### config.mk
export PLATFORM = sky130hd
export DESIGN_NAME = fifo_with_search_and_delete
export DESIGN_NICKNAME = d
export VERILOG_FILES = /design/src/design/fsd_pkg.sv /design/src/design/fifo_with_search_and_delete.sv /design/src/design/fsd_cell.sv
export SDC_FILE = /design/constraint.sdc
export NUM_CORES = 1
export LEC_CHECK = 0
export CORE_MARGIN = 1.5
export CORE_UTILIZATION = 45
export CTS_BUF_LIST = sky130_fd_sc_hd__clkbuf_16
export CTS_CLUSTER_SIZE = 14
export DETAILED_ROUTE_END_ITERATION = 12
export DONT_BUFFER_PORTS = 1
export HOLD_SLACK_MARGIN = 0.12
export PLACE_DENSITY = 0.61
export RECOVER_POWER = 100
export SLEW_MARGIN = 0
export SYNTH_ARGS = -nofsm -noshare
export SYNTH_HDL_FRONTEND = slang
export SYNTH_SLANG_ARGS = --single-unit
### constraint.sdc
create_clock -name clk -period 10.7 [get_ports clk]
set_clock_uncertainty 0.1 [all_clocks]
set_input_delay 1.605 -clock clk [delete_from_list [all_inputs] [get_ports clk]]
set_output_delay 1.605 -clock clk [all_outputs]
set_load 0.02 [all_outputs]
### src/design/fsd_pkg.sv
// Shared types and defaults for the searchable FIFO.
package fsd_pkg;

  localparam int DEPTH_DEF     = 16;
  localparam int ITEM_BITS_DEF = 32;
  localparam int CMD_W         = 3;
  localparam int VAL_W         = 32;
  localparam int COUNT_W       = 5;

  typedef enum logic [CMD_W-1:0] {
    CMD_PUSH     = 3'd0,
    CMD_POP      = 3'd1,
    CMD_REMOVE   = 3'd2,
    CMD_CONTAINS = 3'd3,
    CMD_PEEK     = 3'd4,
    CMD_PURGE    = 3'd5
  } cmd_t;

  // Per-cell control: load the broadcast value, or take the right neighbor's value.
  typedef struct packed {
    logic load;
    logic shift;
  } cell_ctrl_t;

endpackage

### src/design/fifo_with_search_and_delete.sv
// Top level of the FIFO with search and delete: control, counter and the row of cells.
//
//  Channel | Direction | Handshake            | Payload
//  --------+-----------+----------------------+-------------------------------------------
//  in_     | input     | in_valid / in_stall  | in_cmd[2:0], in_item_value[31:0]
//  out_    | output    | out_valid / out_stall| out_ok, out_data_out[31:0], out_count_after[4:0]
//
// Timing: push, pop, peek, purge and unused codes finish in the accept cycle; the result
//   register shows them on the next cycle. Remove and contains scan the cells from the
//   front, one cell per cycle, with a scan pointer over the row of cells.
// Reset: synchronous, active low; clears the count, the controller and the result valid.
//   Cell contents are not cleared; only entries below the count are ever read.
// Stalls: a new transaction is taken only in idle, while the result register is empty or being drained.
module fifo_with_search_and_delete
  import fsd_pkg::*;
#(
  parameter int DEPTH     = DEPTH_DEF,
  parameter int ITEM_BITS = ITEM_BITS_DEF
) (
  input  logic               clk,
  input  logic               rst_n,
  input  logic               in_valid,
  output logic               in_stall,
  input  logic [CMD_W-1:0]   in_cmd,
  input  logic [VAL_W-1:0]   in_item_value,
  output logic               out_valid,
  input  logic               out_stall,
  output logic               out_ok,
  output logic [VAL_W-1:0]   out_data_out,
  output logic [COUNT_W-1:0] out_count_after
);

  localparam int IDX_W = $clog2(DEPTH);
  localparam int CNT_W = $clog2(DEPTH + 1);

  typedef enum logic {
    ST_IDLE,
    ST_SCAN
  } state_t;

  // Controller state
  state_t               state_r,  state_nxt;
  logic [CNT_W-1:0]     cnt_r,    cnt_nxt;
  logic [IDX_W-1:0]     pos_r,    pos_nxt;
  cmd_t                 cmd_r,    cmd_nxt;
  logic [ITEM_BITS-1:0] val_r,    val_nxt;

  // Result register
  logic                 out_valid_r;
  logic                 out_ok_r;
  logic [VAL_W-1:0]     out_data_r;
  logic [COUNT_W-1:0]   out_count_r;

  // Transaction handshake
  logic in_take;
  assign in_stall = (state_r != ST_IDLE) || (out_valid_r && out_stall);
  assign in_take  = in_valid && !in_stall;

  // Incoming value cut or widened to the stored width
  logic [ITEM_BITS+VAL_W-1:0] in_ext;
  logic [ITEM_BITS-1:0]       in_val;
  assign in_ext = {{ITEM_BITS{1'b0}}, in_item_value};
  assign in_val = in_ext[ITEM_BITS-1:0];

  // Row of cells
  logic [ITEM_BITS-1:0] cell_data [DEPTH];
  logic [DEPTH-1:0]     hit_vec;
  cell_ctrl_t           cell_ctrl [DEPTH];

  logic                 load_en;
  logic                 shift_en;
  logic [IDX_W-1:0]     shift_from;
  logic [ITEM_BITS-1:0] wr_val;

  for (genvar i = 0; i < DEPTH; i++) begin : g_cell
    logic [ITEM_BITS-1:0] nbr;
    if (i < DEPTH - 1) begin : g_mid
      assign nbr = cell_data[i+1];
    end else begin : g_last
      assign nbr = cell_data[i];
    end

    // Push writes the first free cell; a delete pulls every cell at or after the gap.
    assign cell_ctrl[i].load  = load_en && (cnt_r == CNT_W'(i));
    assign cell_ctrl[i].shift = shift_en && (IDX_W'(i) >= shift_from);

    fsd_cell #(
      .ITEM_BITS (ITEM_BITS)
    ) u_cell (
      .clk     (clk),
      .ctrl    (cell_ctrl[i]),
      .wr_val  (wr_val),
      .nbr_val (nbr),
      .key     (val_r),
      .data    (cell_data[i]),
      .hit     (hit_vec[i])
    );
  end

  // Result build
  logic                 res_go;
  logic                 res_ok;
  logic [ITEM_BITS-1:0] res_data;
  logic                 scan_hit;
  logic                 scan_last;

  assign scan_hit  = hit_vec[pos_r];
  assign scan_last = (CNT_W'(pos_r) + CNT_W'(1)) == cnt_r;

  always_comb begin
    state_nxt  = state_r;
    cnt_nxt    = cnt_r;
    pos_nxt    = pos_r;
    cmd_nxt    = cmd_r;
    val_nxt    = val_r;
    res_go     = 1'b0;
    res_ok     = 1'b0;
    res_data   = '0;
    load_en    = 1'b0;
    shift_en   = 1'b0;
    shift_from = '0;
    wr_val     = in_val;

    case (state_r)
      ST_IDLE: begin
        if (in_take) begin
          cmd_nxt = cmd_t'(in_cmd);
          val_nxt = in_val;
          case (cmd_t'(in_cmd))
            CMD_PUSH: begin
              res_go = 1'b1;
              if (cnt_r < CNT_W'(DEPTH)) begin
                load_en = 1'b1;
                cnt_nxt = cnt_r + CNT_W'(1);
                res_ok  = 1'b1;
              end
            end
            CMD_POP: begin
              res_go = 1'b1;
              if (cnt_r != '0) begin
                res_data = cell_data[0];
                shift_en = 1'b1;
                cnt_nxt  = cnt_r - CNT_W'(1);
                res_ok   = 1'b1;
              end
            end
            CMD_REMOVE, CMD_CONTAINS: begin
              // Empty queue: nothing to scan
              if (cnt_r == '0) begin
                res_go = 1'b1;
              end else begin
                state_nxt = ST_SCAN;
                pos_nxt   = '0;
              end
            end
            CMD_PEEK: begin
              res_go = 1'b1;
              if (cnt_r != '0) begin
                res_data = cell_data[0];
                res_ok   = 1'b1;
              end
            end
            CMD_PURGE: begin
              res_go  = 1'b1;
              cnt_nxt = '0;
              res_ok  = 1'b1;
            end
            default: begin
              res_go = 1'b1;
            end
          endcase
        end
      end
      ST_SCAN: begin
        // Oldest match wins: stop at the first hit from the front.
        if (scan_hit) begin
          res_go    = 1'b1;
          res_ok    = 1'b1;
          state_nxt = ST_IDLE;
          if (cmd_r == CMD_REMOVE) begin
            shift_en   = 1'b1;
            shift_from = pos_r;
            cnt_nxt    = cnt_r - CNT_W'(1);
          end
        end else if (scan_last) begin
          res_go    = 1'b1;
          state_nxt = ST_IDLE;
        end else begin
          pos_nxt = pos_r + IDX_W'(1);
        end
      end
      default: begin
        state_nxt = ST_IDLE;
      end
    endcase
  end

  // Result fields sized to the port widths
  logic [ITEM_BITS+VAL_W-1:0] res_data_ext;
  logic [CNT_W+COUNT_W-1:0]   cnt_ext;
  assign res_data_ext = {{VAL_W{1'b0}}, res_data};
  assign cnt_ext      = {{COUNT_W{1'b0}}, cnt_nxt};

  always_ff @(posedge clk) begin
    if (!rst_n) begin
      state_r     <= ST_IDLE;
      cnt_r       <= '0;
      pos_r       <= '0;
      cmd_r       <= CMD_PUSH;
      out_valid_r <= 1'b0;
    end else begin
      state_r <= state_nxt;
      cnt_r   <= cnt_nxt;
      pos_r   <= pos_nxt;
      cmd_r   <= cmd_nxt;
      if (res_go) begin
        out_valid_r <= 1'b1;
      end else if (out_valid_r && !out_stall) begin
        out_valid_r <= 1'b0;
      end
    end
    val_r <= val_nxt;
    if (res_go) begin
      out_ok_r    <= res_ok;
      out_data_r  <= res_data_ext[VAL_W-1:0];
      out_count_r <= cnt_ext[COUNT_W-1:0];
    end
  end

  assign out_valid       = out_valid_r;
  assign out_ok          = out_ok_r;
  assign out_data_out    = out_data_r;
  assign out_count_after = out_count_r;

  // Checks
  a_cnt_bound: assert property (@(posedge clk) disable iff (!rst_n)
    cnt_r <= CNT_W'(DEPTH))
    else $error("queue count above depth");

  a_scan_nonempty: assert property (@(posedge clk) disable iff (!rst_n)
    (state_r == ST_SCAN) |-> (CNT_W'(pos_r) < cnt_r))
    else $error("scan pointer past the last queued entry");

  a_res_slot_free: assert property (@(posedge clk) disable iff (!rst_n)
    res_go |-> !(out_valid_r && out_stall))
    else $error("result written over a stalled result");

  a_scan_no_take: assert property (@(posedge clk) disable iff (!rst_n)
    (state_r == ST_SCAN) |-> !in_take)
    else $error("transaction taken during a scan");

endmodule

### src/design/fsd_cell.sv
// One storage cell of the queue: holds an entry, shifts toward the front, compares to a key.
module fsd_cell
  import fsd_pkg::*;
#(
  parameter int ITEM_BITS = ITEM_BITS_DEF
) (
  input  logic                 clk,
  input  cell_ctrl_t           ctrl,
  input  logic [ITEM_BITS-1:0] wr_val,
  input  logic [ITEM_BITS-1:0] nbr_val,
  input  logic [ITEM_BITS-1:0] key,
  output logic [ITEM_BITS-1:0] data,
  output logic                 hit
);

  logic [ITEM_BITS-1:0] data_r;
  logic [ITEM_BITS-1:0] data_nxt;

  always_comb begin
    data_nxt = data_r;
    if (ctrl.shift) begin
      data_nxt = nbr_val;
    end else if (ctrl.load) begin
      data_nxt = wr_val;
    end
  end

  always_ff @(posedge clk) begin
    data_r <= data_nxt;
  end

  assign data = data_r;
  assign hit  = (data_r == key);

endmodule

==> results.json, run 1 <==
{
  "dieArea_um2": 73700,
  "synthSimpleGateAreaFrac_pct": 5.67,
  "cts-root-buf": "clkbuf_16",
  "route.detailed.drc": 0,
  "setup_ws_ps": 2560,
  "status": "finished, violations left",
  "power.internal_mw": 3.93,
  "wl_um": 106000,
  "report.final.slew_viol_count": 843,
  "holdPathStages": 2,
  "yosys.area_share.adder_pct": 0.232,
  "fill_cells": 6411,
  "slowest_delay_ps": 1380,
  "drt_iter0_markers": 2185,
  "area_delta_synth_final_pct": 4.77,
  "vias_per_cell": 5.97,
  "worstSetupEndpointType": "flip-flop",
  "power_frac_comb_pct": 6.6,
  "hold_path_startpoint": "cmd_r[0]",
  "yosysWarnings": 0,
  "reg2reg_from": "val_r[12]",
  "dpl.hpwl_um": 69400,
  "post_cts_buffers": 0,
  "post-place-ws_ps": 4910,
  "clk_pin_slew_ps": 60,
  "synth_edf_count": 582,
  "yosysSeqAreaShare_pct": 54.8,
  "tns_ps": 0,
  "post-route-period-util_pct": 76.0,
  "synth.avg_cell_area_um2": 14.8,
  "vias": 18856,
  "port_buffers": 0,
  "ys_top_cells_by_area": "edfxtp_1, mux2_4, xor2_1",
  "violations": "max-capacitance violations, max-slew violations",
  "critPathMaxFanout": 33,
  "firstDrtPassIters": 5,
  "synthDistinctLibCells": 63,
  "grt_pass1_wl_um": 149000,
  "cpMostUsedCell": "clkbuf_1",
  "synth_fp_nets": 2236,
  "post_cts_resized": 0,
  "gp_routability_congestion": 0.970,
  "grt_start_max_net_pins": 41,
  "ios": 79,
  "numCtsBuffers": 67,
  "start_util_pct": 45.4,
  "cp-start-kind": "flip-flop",
  "max_freq_ghz": 0.123,
  "antenna_found_initial": 8,
  "layout_min_cycle_time_ps": 8140,
  "synthesis.area_um2": 32400,
  "crit_required_ps": 10790,
  "synth_compound_area_share_pct": 2.06,
  "pwr-share-clk_pct": 42.2,
  "cp.depth": 11,
  "r2r_slack_ps": 2560,
  "cp_cell_sequence": "xor2_1, nor4_1, nand4_1, o21ai_0, a41oi_1, a2111oi_0, clkbuf_1, a21oi_4, clkbuf_1, nand2_1, clkbuf_1",
  "cts.path.max_buffers": 3,
  "crit_type": "reg -> reg",
  "synth_top_family_by_area": "multiplexers",
  "ant_nets": 0,
  "p_switching_mw": 1.21,
  "worstMarginPinSlew_ps": 3340,
  "maxCapViolCount": 25,
  "worst_r2r_path_depth": 11,
  "cts_sinks": 596,
  "slew_headroom_pct": -122,
  "track_usage_pct": 28.6,
  "setup_viol": 0,
  "sw_frac_of_total_pct": 23.5,
  "die_y_um": 271,
  "synthMuxAreaShare_pct": 19.9,
  "insertion_delay_ps": 620,
  "max-vdd-ir-drop_mv": 0.130,
  "hold_ws_ps": 374,
  "final_nets": 2205,
  "critPathTopFamily": "buffers and inverters",
  "hold_violations": 0,
  "synth_cells": 2191,
  "worstPathArrival_ps": 8230,
  "hold_class": "reg -> reg",
  "grt_pass1_vias": 19022,
  "cts_tree": "yes",
  "synth_area_leader_cell": "edfxtp_1",
  "hold_end": "cmd_r[0]",
  "grt.overflow.total": 0,
  "p_per_area_nw_per_um2": 151,
  "slowest_stage": "clkbuf_1",
  "synth_common_cells": "edfxtp_1, xor2_1, mux2_4",
  "wl_per_cell_um": 33.6,
  "yosysMostFrequentCell": "edfxtp_1",
  "drive_gt1_share_pct": 16.4,
  "ys_async_sr_fraction_pct": 0,
  "htreeDepth": 3,
  "synth_top_cell_area_share_pct": 53.9,
  "p_leak_nw": 11.3,
  "rows": 98,
  "post-route-util_pct": 47.6,
  "rsz0062_at_grt": "no",
  "cts_hold_buf": 0,
  "ys_seq_elements": 596,
  "critPathBufInv": 3,
  "synth-xor-area-share_pct": 14.0,
  "ys.flop_type": "edfxtp_1",
  "r2r-end": "g_cell[11].u_cell.data[26]",
  "core_um2": 71400,
  "die_x_um": 271,
  "seqPwrFrac_pct": 51.2
}
[worst reg2reg max path, cell delays in order, from the launching register on]
cell and delay [ps]:
edfxtp_1 1210, xor2_1 350, nor4_1 580, nand4_1 200, o21ai_0 590, a41oi_1 440
a2111oi_0 910, clkbuf_1 790, a21oi_4 100, clkbuf_1 810, nand2_1 250, clkbuf_1 1380
[flip-flops by register name (all words and copies together), names as in the netlist]
name / count
val_r: 32
out_count_after: 5
state_r: 1
g_cell.u_cell.data: 512
cnt_r: 5
cmd_r: 3
pos_r: 4
out_valid: 1
out_data_out: 32
out_ok: 1
[layout make-up]
cell class,instances,area (um^2),area share [%]
clock inverter,48,293,0.862
clock buffer,68,1700,5.01
sequential,596,17800,52.3
tap,950,1190,3.50
antenna,1,2.50,0.00737
multi-input combinational,1417,12600,37.0
timing repair buffer,66,394,1.16
inverter,12,45.0,0.133
[kinds of logic (layout without fill, tap and decap cells)]
kind of cell	Yosys count	after routing
fa+ha+maj	6	6
buf+inv	178	194
flops	596	596
other cells	0	1
simple gates	326	326
xor+xnor	519	519
mux	485	485
compound gates	81	81
[worst max-delay path by stage]
stage,from,end
final,val_r[12],g_cell[11].u_cell.data[26]
after CTS,val_r[12],g_cell[10].u_cell.data[10]
after global placement,val_r[12],g_cell[10].u_cell.data[10]
after detailed placement,val_r[12],g_cell[10].u_cell.data[10]
after global routing,val_r[12],g_cell[11].u_cell.data[14]
after floorplan,in_cmd[2],out_count_after[0]
[metal layers]
| layer | routed length (um) | up-vias | track usage, % |
|---|---|---|---|
| li1 | - | 8006 | - |
| met3 | 9860 | 221 | 6.86 |
| met1 | 43600 | 9597 | 38.7 |
| met4 | 4720 | 0 | 10.9 |
| met5 | 0 | - | 0 |
| met2 | 47900 | 1032 | 44.5 |
[cells in the final DEF (no fill, tap or decap), types with 4 or more instances in the layout]
master and count:
a21bo_1 4, clkinv_1 16, mux2i_1 5, nand4_1 52
xor2_1 386, inv_1 26, nor3_1 21, and2_0 27
a21oi_4 6, nand2_1 58, dfxtp_1 14, ha_1 6
mux2_2 216, edfxtp_1 582, mux2_4 4, nor2b_1 4
nor3b_1 6, xnor2_1 133, nor4_1 100, nor2_1 13
a211o_1 4, clkbuf_1 27, nand3_1 17, and2_1 10
clkinv_2 10, nand2b_1 6, a211oi_1 4, o21ai_0 11
buf_4 39, a21oi_1 18, mux2_1 260, clkbuf_16 68
[metrics by stage]
step / power, mW / instances / cell area (um^2)
after global routing: 5.26 / 3157 / 34000
after global placement: 3.05 / 3041 / 33100
after floorplan: 2.95 / 2191 / 32400
after CTS: 5.20 / 3157 / 35100
final: 5.14 / 3158 / 34000
after detailed placement: 3.05 / 3041 / 33100
[power by group through the flow]
stage / sequential (mW) / clock [mW] / combinational, mW
final: 2.63 / 2.17 / 0.340
after detailed placement: 2.68 / 0 / 0.371
after CTS: 2.63 / 2.19 / 0.374
after floorplan: 2.66 / 0 / 0.294
after global placement: 2.68 / 0 / 0.370
after global routing: 2.64 / 2.26 / 0.357
Note: power is estimated with default switching activity, not from simulation.
==> inputs of run 2 (changes only) <==
==> constraint.sdc (replaced) <==
create_clock -name clk -period 7.7 [get_ports clk]
set_clock_uncertainty 0.1 [all_clocks]
set_input_delay 1.155 -clock clk [delete_from_list [all_inputs] [get_ports clk]]
set_output_delay 1.155 -clock clk [all_outputs]
set_load 0.02 [all_outputs]
==> run 2 against run 1 <==
The run still ends with max-capacitance violations, max-slew violations left; largest power group unchanged; first-iteration DRC count up 7.3%; sequential power up 40%; core utilization up 0.19 points; register-to-register slack worse by 1400 ps; via count up 1.8%; highest routed layer unchanged; non-clock buffer count up 3; largest cell class unchanged.
==> results.json, run 2 (synthesized netlist as in run 1, its figures left out) <==
{
  "rsz0062_at_grt": "no",
  "insertion_delay_ps": 630,
  "worstMarginPinSlew_ps": 3290,
  "status": "finished, violations left",
  "hold_path_startpoint": "cmd_r[2]",
  "setup.worst_path.start": "out_stall",
  "post-route-period-util_pct": 85.6,
  "holdPathStages": 2,
  "max-vdd-ir-drop_mv": 0.185,
  "wl_um": 110000,
  "core_um2": 71400,
  "post-place-ws_ps": 1990,
  "dieArea_um2": 73700,
  "final_nets": 2208,
  "critPathMaxFanout": 37,
  "crit_type": "in -> reg",
  "drive_gt1_share_pct": 17.8,
  "worstPathArrival_ps": 6690,
  "place_inst": 3044,
  "hold_violations": 0,
  "final_common_cell": "edfxtp_1",
  "crit_required_ps": 7800,
  "vias_per_cell": 6.07,
  "area_delta_synth_final_pct": 5.19,
  "clk_pin_slew_ps": 60,
  "ios": 79,
  "layout_min_cycle_time_ps": 6590,
  "cts-root-buf": "clkbuf_16",
  "multi_input_area_um2": 12600,
  "cts.path.max_buffers": 3,
  "cts_hold_buf": 0,
  "track_usage_pct": 29.5,
  "cp-start-kind": "input port",
  "regArea_um2": 17800,
  "port_buffers": 0,
  "tns_ps": 0,
  "slew_headroom_pct": -119,
  "firstDrtPassIters": 5,
  "reg2reg_from": "state_r",
  "worstSetupEndpointType": "flip-flop",
  "fill_cells": 6409,
  "drt_iter0_markers": 2345,
  "ant_nets": 0,
  "setup_ws_ps": 1110,
  "vias": 19194,
  "post_cts_resized": 0,
  "report.final.slew_viol_count": 139,
  "worst_r2r_path_depth": 9,
  "gp_routability_congestion": 0.956,
  "grt.overflow.total": 0,
  "post_cts_buffers": 0,
  "final-instance-count-excl-fill": 3162,
  "final_cell_mix": "edfxtp_1, xor2_1, mux2_1",
  "die_y_um": 271,
  "p_per_area_nw_per_um2": 211,
  "cts_sinks": 596,
  "grt_start_max_net_pins": 41,
  "setup_viol": 0,
  "htreeDepth": 3,
  "die_x_um": 271,
  "maxCapViolCount": 4,
  "grt_pass1_wl_um": 153000,
  "hold_class": "reg -> reg",
  "violations": "max-capacitance violations, max-slew violations",
  "p_leak_nw": 11.4,
  "antenna_found_initial": 10,
  "dpl.hpwl_um": 72800,
  "numCtsBuffers": 67,
  "start_util_pct": 45.4,
  "max_freq_ghz": 0.152,
  "largest_register_ffs": 512,
  "grt_pass1_vias": 19338,
  "wl_per_cell_um": 34.8,
  "route.detailed.drc": 0,
  "cts_tree": "yes",
  "rows": 98
}
-- run 2: area by class of cell --
cell class	count	area share, %
Antenna cell	2	0.0147
Clock buffer	69	5.06
Timing Repair Buffer	69	1.35
Sequential cell	596	52.1
Inverter	12	0.132
Multi-Input combinational cell	1417	37.0
Clock inverter	47	0.855
Tap cell	950	3.49
-- run 2: stage by stage --
stage	area, um^2	power, mW	hold slack (ps)	utilization [%]
2_1_floorplan	32400	4.10	336	-
3_3_place_gp	33100	4.24	349	46.4
3_5_place_dp	33100	4.24	354	46.4
4_1_cts	35100	7.25	362	49.2
5_1_grt	34100	7.35	395	47.8
6_report	34100	7.19	364	47.8
-- run 2: path summary, 6_finish.rpt --
path                          endpoint  slack [ps]
max          g_cell[4].u_cell.data[10]        1110
min                           cmd_r[2]         360
max reg2reg  g_cell[4].u_cell.data[10]        1150
min reg2reg                   cmd_r[2]         360
-- run 2: critical path, cell delays in order --
cell and delay [ps]:
a21oi_1 160, nand2_1 310, inv_1 120, clkbuf_1 2270, nand2_1 440, nor3b_1 940, nand2_1 110, nand2_1 1140
-- run 2: where the power goes --
| part | switching (mW) | internal (mW) | total [mW] |
|---|---|---|---|
| logic | 0.255 | 0.192 | 0.447 |
| clock network | 1.36 | 1.69 | 3.05 |
| registers | 0.0897 | 3.60 | 3.69 |
-- run 2: layer usage --
metal | vias up | track usage, % | part of all wire (%)
met4 | 0 | 10.8 | 4.4
met2 | 1073 | 45.6 | 45
met5 | - | 0 | 0
met3 | 233 | 6.63 | 9.7
met1 | 9875 | 40.8 | 41
li1 | 8013 | - | -
==> inputs of run 3 (changes only) <==
--- a/config.mk
+++ b/config.mk
@@ -5,14 +5,14 @@
 export SDC_FILE = /design/constraint.sdc
 export NUM_CORES = 1
 export LEC_CHECK = 0
-export CORE_MARGIN = 1.5
-export CORE_UTILIZATION = 45
+export CORE_MARGIN = 10
+export CORE_UTILIZATION = 55
 export CTS_BUF_LIST = sky130_fd_sc_hd__clkbuf_16
 export CTS_CLUSTER_SIZE = 14
 export DETAILED_ROUTE_END_ITERATION = 12
 export DONT_BUFFER_PORTS = 1
 export HOLD_SLACK_MARGIN = 0.12
-export PLACE_DENSITY = 0.61
+export PLACE_DENSITY = 0.71
 export RECOVER_POWER = 100
 export SLEW_MARGIN = 0
 export SYNTH_ARGS = -nofsm -noshare
==> run 3 against run 2 <==
The run still ends with max-capacitance violations, max-slew violations left; worst setup slack better by 1.7 ps; core utilization is 11 points higher; largest cell class unchanged; global-route usage is 0.22 points lower; sequential cell count stayed put; non-clock buffer count is 1 higher; critical path type is now reg -> reg; clock-buffer cell count is 7 lower; sequential power hardly changed; worst hold slack better by 12 ps; first-iteration DRC count is 12% higher; die area is 6.3% lower.
==> results.json, run 3 (synthesized netlist as in run 1, its figures left out) <==
{
  "cp_cell_sequence": "xor2_1, nor4_1, nand4_1, o21ai_0, nand3_1, o221a_2, a2111oi_0, clkbuf_1, a21bo_1, nand2_1, buf_4",
  "r2r_slack_ps": 1110,
  "worst_r2r_path_depth": 11,
  "pwr-share-clk_pct": 42.5,
  "largest_register_ffs": 512,
  "critPathBufInv": 2,
  "maxCapViolCount": 6,
  "gp_routability_congestion": 0.970,
  "worstSetupEndpointType": "flip-flop",
  "hold_path_startpoint": "cmd_r[1]",
  "layout_min_cycle_time_ps": 6590,
  "dpl.hpwl_um": 69100,
  "hold_end": "cmd_r[1]",
  "post_cts_buffers": 0,
  "worstPathArrival_ps": 6840,
  "reg2reg_from": "val_r[5]",
  "grt_pass1_wl_um": 147000,
  "core_um2": 58000,
  "cts_tree": "yes",
  "die_y_um": 263,
  "cts_sinks": 596,
  "status": "finished, violations left",
  "fill_cells": 4654,
  "cts.path.max_buffers": 3,
  "grt.overflow.total": 0,
  "hold_violations": 0,
  "vias": 19468,
  "drive_gt1_share_pct": 17.5,
  "wl_um": 105000,
  "slowest_delay_ps": 1250,
  "p_per_area_nw_per_um2": 212,
  "start_util_pct": 55.9,
  "vias_per_cell": 6.53,
  "p_switching_mw": 1.67,
  "p_leak_nw": 11.4,
  "report.final.slew_viol_count": 205,
  "wl_per_cell_um": 35.2,
  "setup_viol": 0,
  "ant_nets": 0,
  "max_freq_ghz": 0.152,
  "route.detailed.drc": 0,
  "drt_iter0_markers": 2627,
  "cts_hold_buf": 0,
  "holdPathStages": 2,
  "rsz0062_at_grt": "no",
  "final_common_cell": "edfxtp_1",
  "max-vdd-ir-drop_mv": 0.184,
  "ios": 79,
  "antenna_found_initial": 7,
  "grt_pass1_vias": 19462,
  "critPathMaxFanout": 33,
  "clk_pin_slew_ps": 60,
  "firstDrtPassIters": 6,
  "power_frac_comb_pct": 6.4,
  "violations": "max-capacitance violations, max-slew violations",
  "slowest_stage": "edfxtp_1",
  "grt_start_max_net_pins": 39,
  "power.internal_mw": 5.52,
  "cp.depth": 11,
  "slew_headroom_pct": -115,
  "post-route-period-util_pct": 85.6,
  "worstMarginPinSlew_ps": 3230,
  "insertion_delay_ps": 660,
  "post-route-util_pct": 58.4,
  "sw_frac_of_total_pct": 23.2,
  "track_usage_pct": 29.3,
  "area_delta_synth_final_pct": 4.47,
  "seqPwrFrac_pct": 51.1,
  "final_nets": 2203,
  "cts-root-buf": "clkbuf_16",
  "dieArea_um2": 69000,
  "hold_class": "reg -> reg",
  "final_cell_mix": "edfxtp_1, xor2_1, mux2_1",
  "crit_required_ps": 7960,
  "numCtsBuffers": 61,
  "port_buffers": 0,
  "die_x_um": 263,
  "crit_type": "reg -> reg",
  "htreeDepth": 2,
  "cp-start-kind": "flip-flop",
  "tns_ps": 0,
  "r2r-end": "g_cell[0].u_cell.data[28]",
  "rows": 88,
  "critPathTopFamily": "compound AO/OA/AOI/OAI gates",
  "post_cts_resized": 0
}
[run 3: cell count changes in the layout (fill, tap and decap cells not counted), sizes merged]
| cell | delta |
|---|---|
| bufinv | +6 |
| buf | -4 |
| clkbuf | -2 |
| diode | +2 |
| inv | +2 |
| clkinvlp | -1 |
[run 3: how the worst max path moves through the flow]
stage | startpoint | endpoint | slack, ps
after floorplan | cnt_r[0] | out_count_after[0] | 2680
after global placement | val_r[5] | g_cell[5].u_cell.data[28] | 2180
after detailed placement | val_r[5] | g_cell[5].u_cell.data[1] | 2140
after CTS | val_r[5] | g_cell[5].u_cell.data[26] | 2090
after global routing | val_r[5] | g_cell[8].u_cell.data[7] | 880
final | val_r[5] | g_cell[0].u_cell.data[28] | 1110
[run 3: power groups by stage]
stage          Sequential [mW]  Clock [mW]  Combinational [mW]
2_1_floorplan             3.70           0               0.408
3_5_place_dp              3.74           0               0.496
4_1_cts                   3.67        3.05               0.500
6_report                  3.67        3.05               0.457
5_1_grt                   3.67        3.20               0.481
3_3_place_gp              3.74           0               0.490
[run 3: layout make-up]
type                    count  area (um^2)  area share, %
clock buffers              62         1550           4.58
inverters                  12         45.0          0.133
clock inverters            54          473           1.40
diodes                      4         10.0         0.0296
well taps                 765          957           2.83
multi-input cells        1417        12600           37.3
flip-flops and latches    596        17800           52.4
repair buffers             70          454           1.34
[run 3: routing by layer]
| metal | global-route usage (%) | vias up | part of all wire [%] |
|---|---|---|---|
| met5 | 0 | - | 0.052 |
| met4 | 14.8 | 6 | 5.6 |
| met3 | 8.38 | 299 | 12 |
| met2 | 44.8 | 1346 | 44 |
| met1 | 37.6 | 9800 | 38 |
| li1 | - | 8017 | - |
[run 3: worst min-delay path, cell delays in order (launching register included)]
cell,delay (ps)
dfxtp_1,320
nand2_1,60
a21oi_1,50
[run 3: through the flow]
step	hold WS, ps	total power, mW	cell area, um^2	std cells	worst slack, ps
after floorplan	336	4.10	32400	2191	2680
after global placement	345	4.23	32900	2860	2180
after detailed placement	364	4.24	32900	2860	2140
after CTS	371	7.22	34900	2976	2090
after global routing	401	7.36	33900	2976	878
final	376	7.19	33900	2980	1110
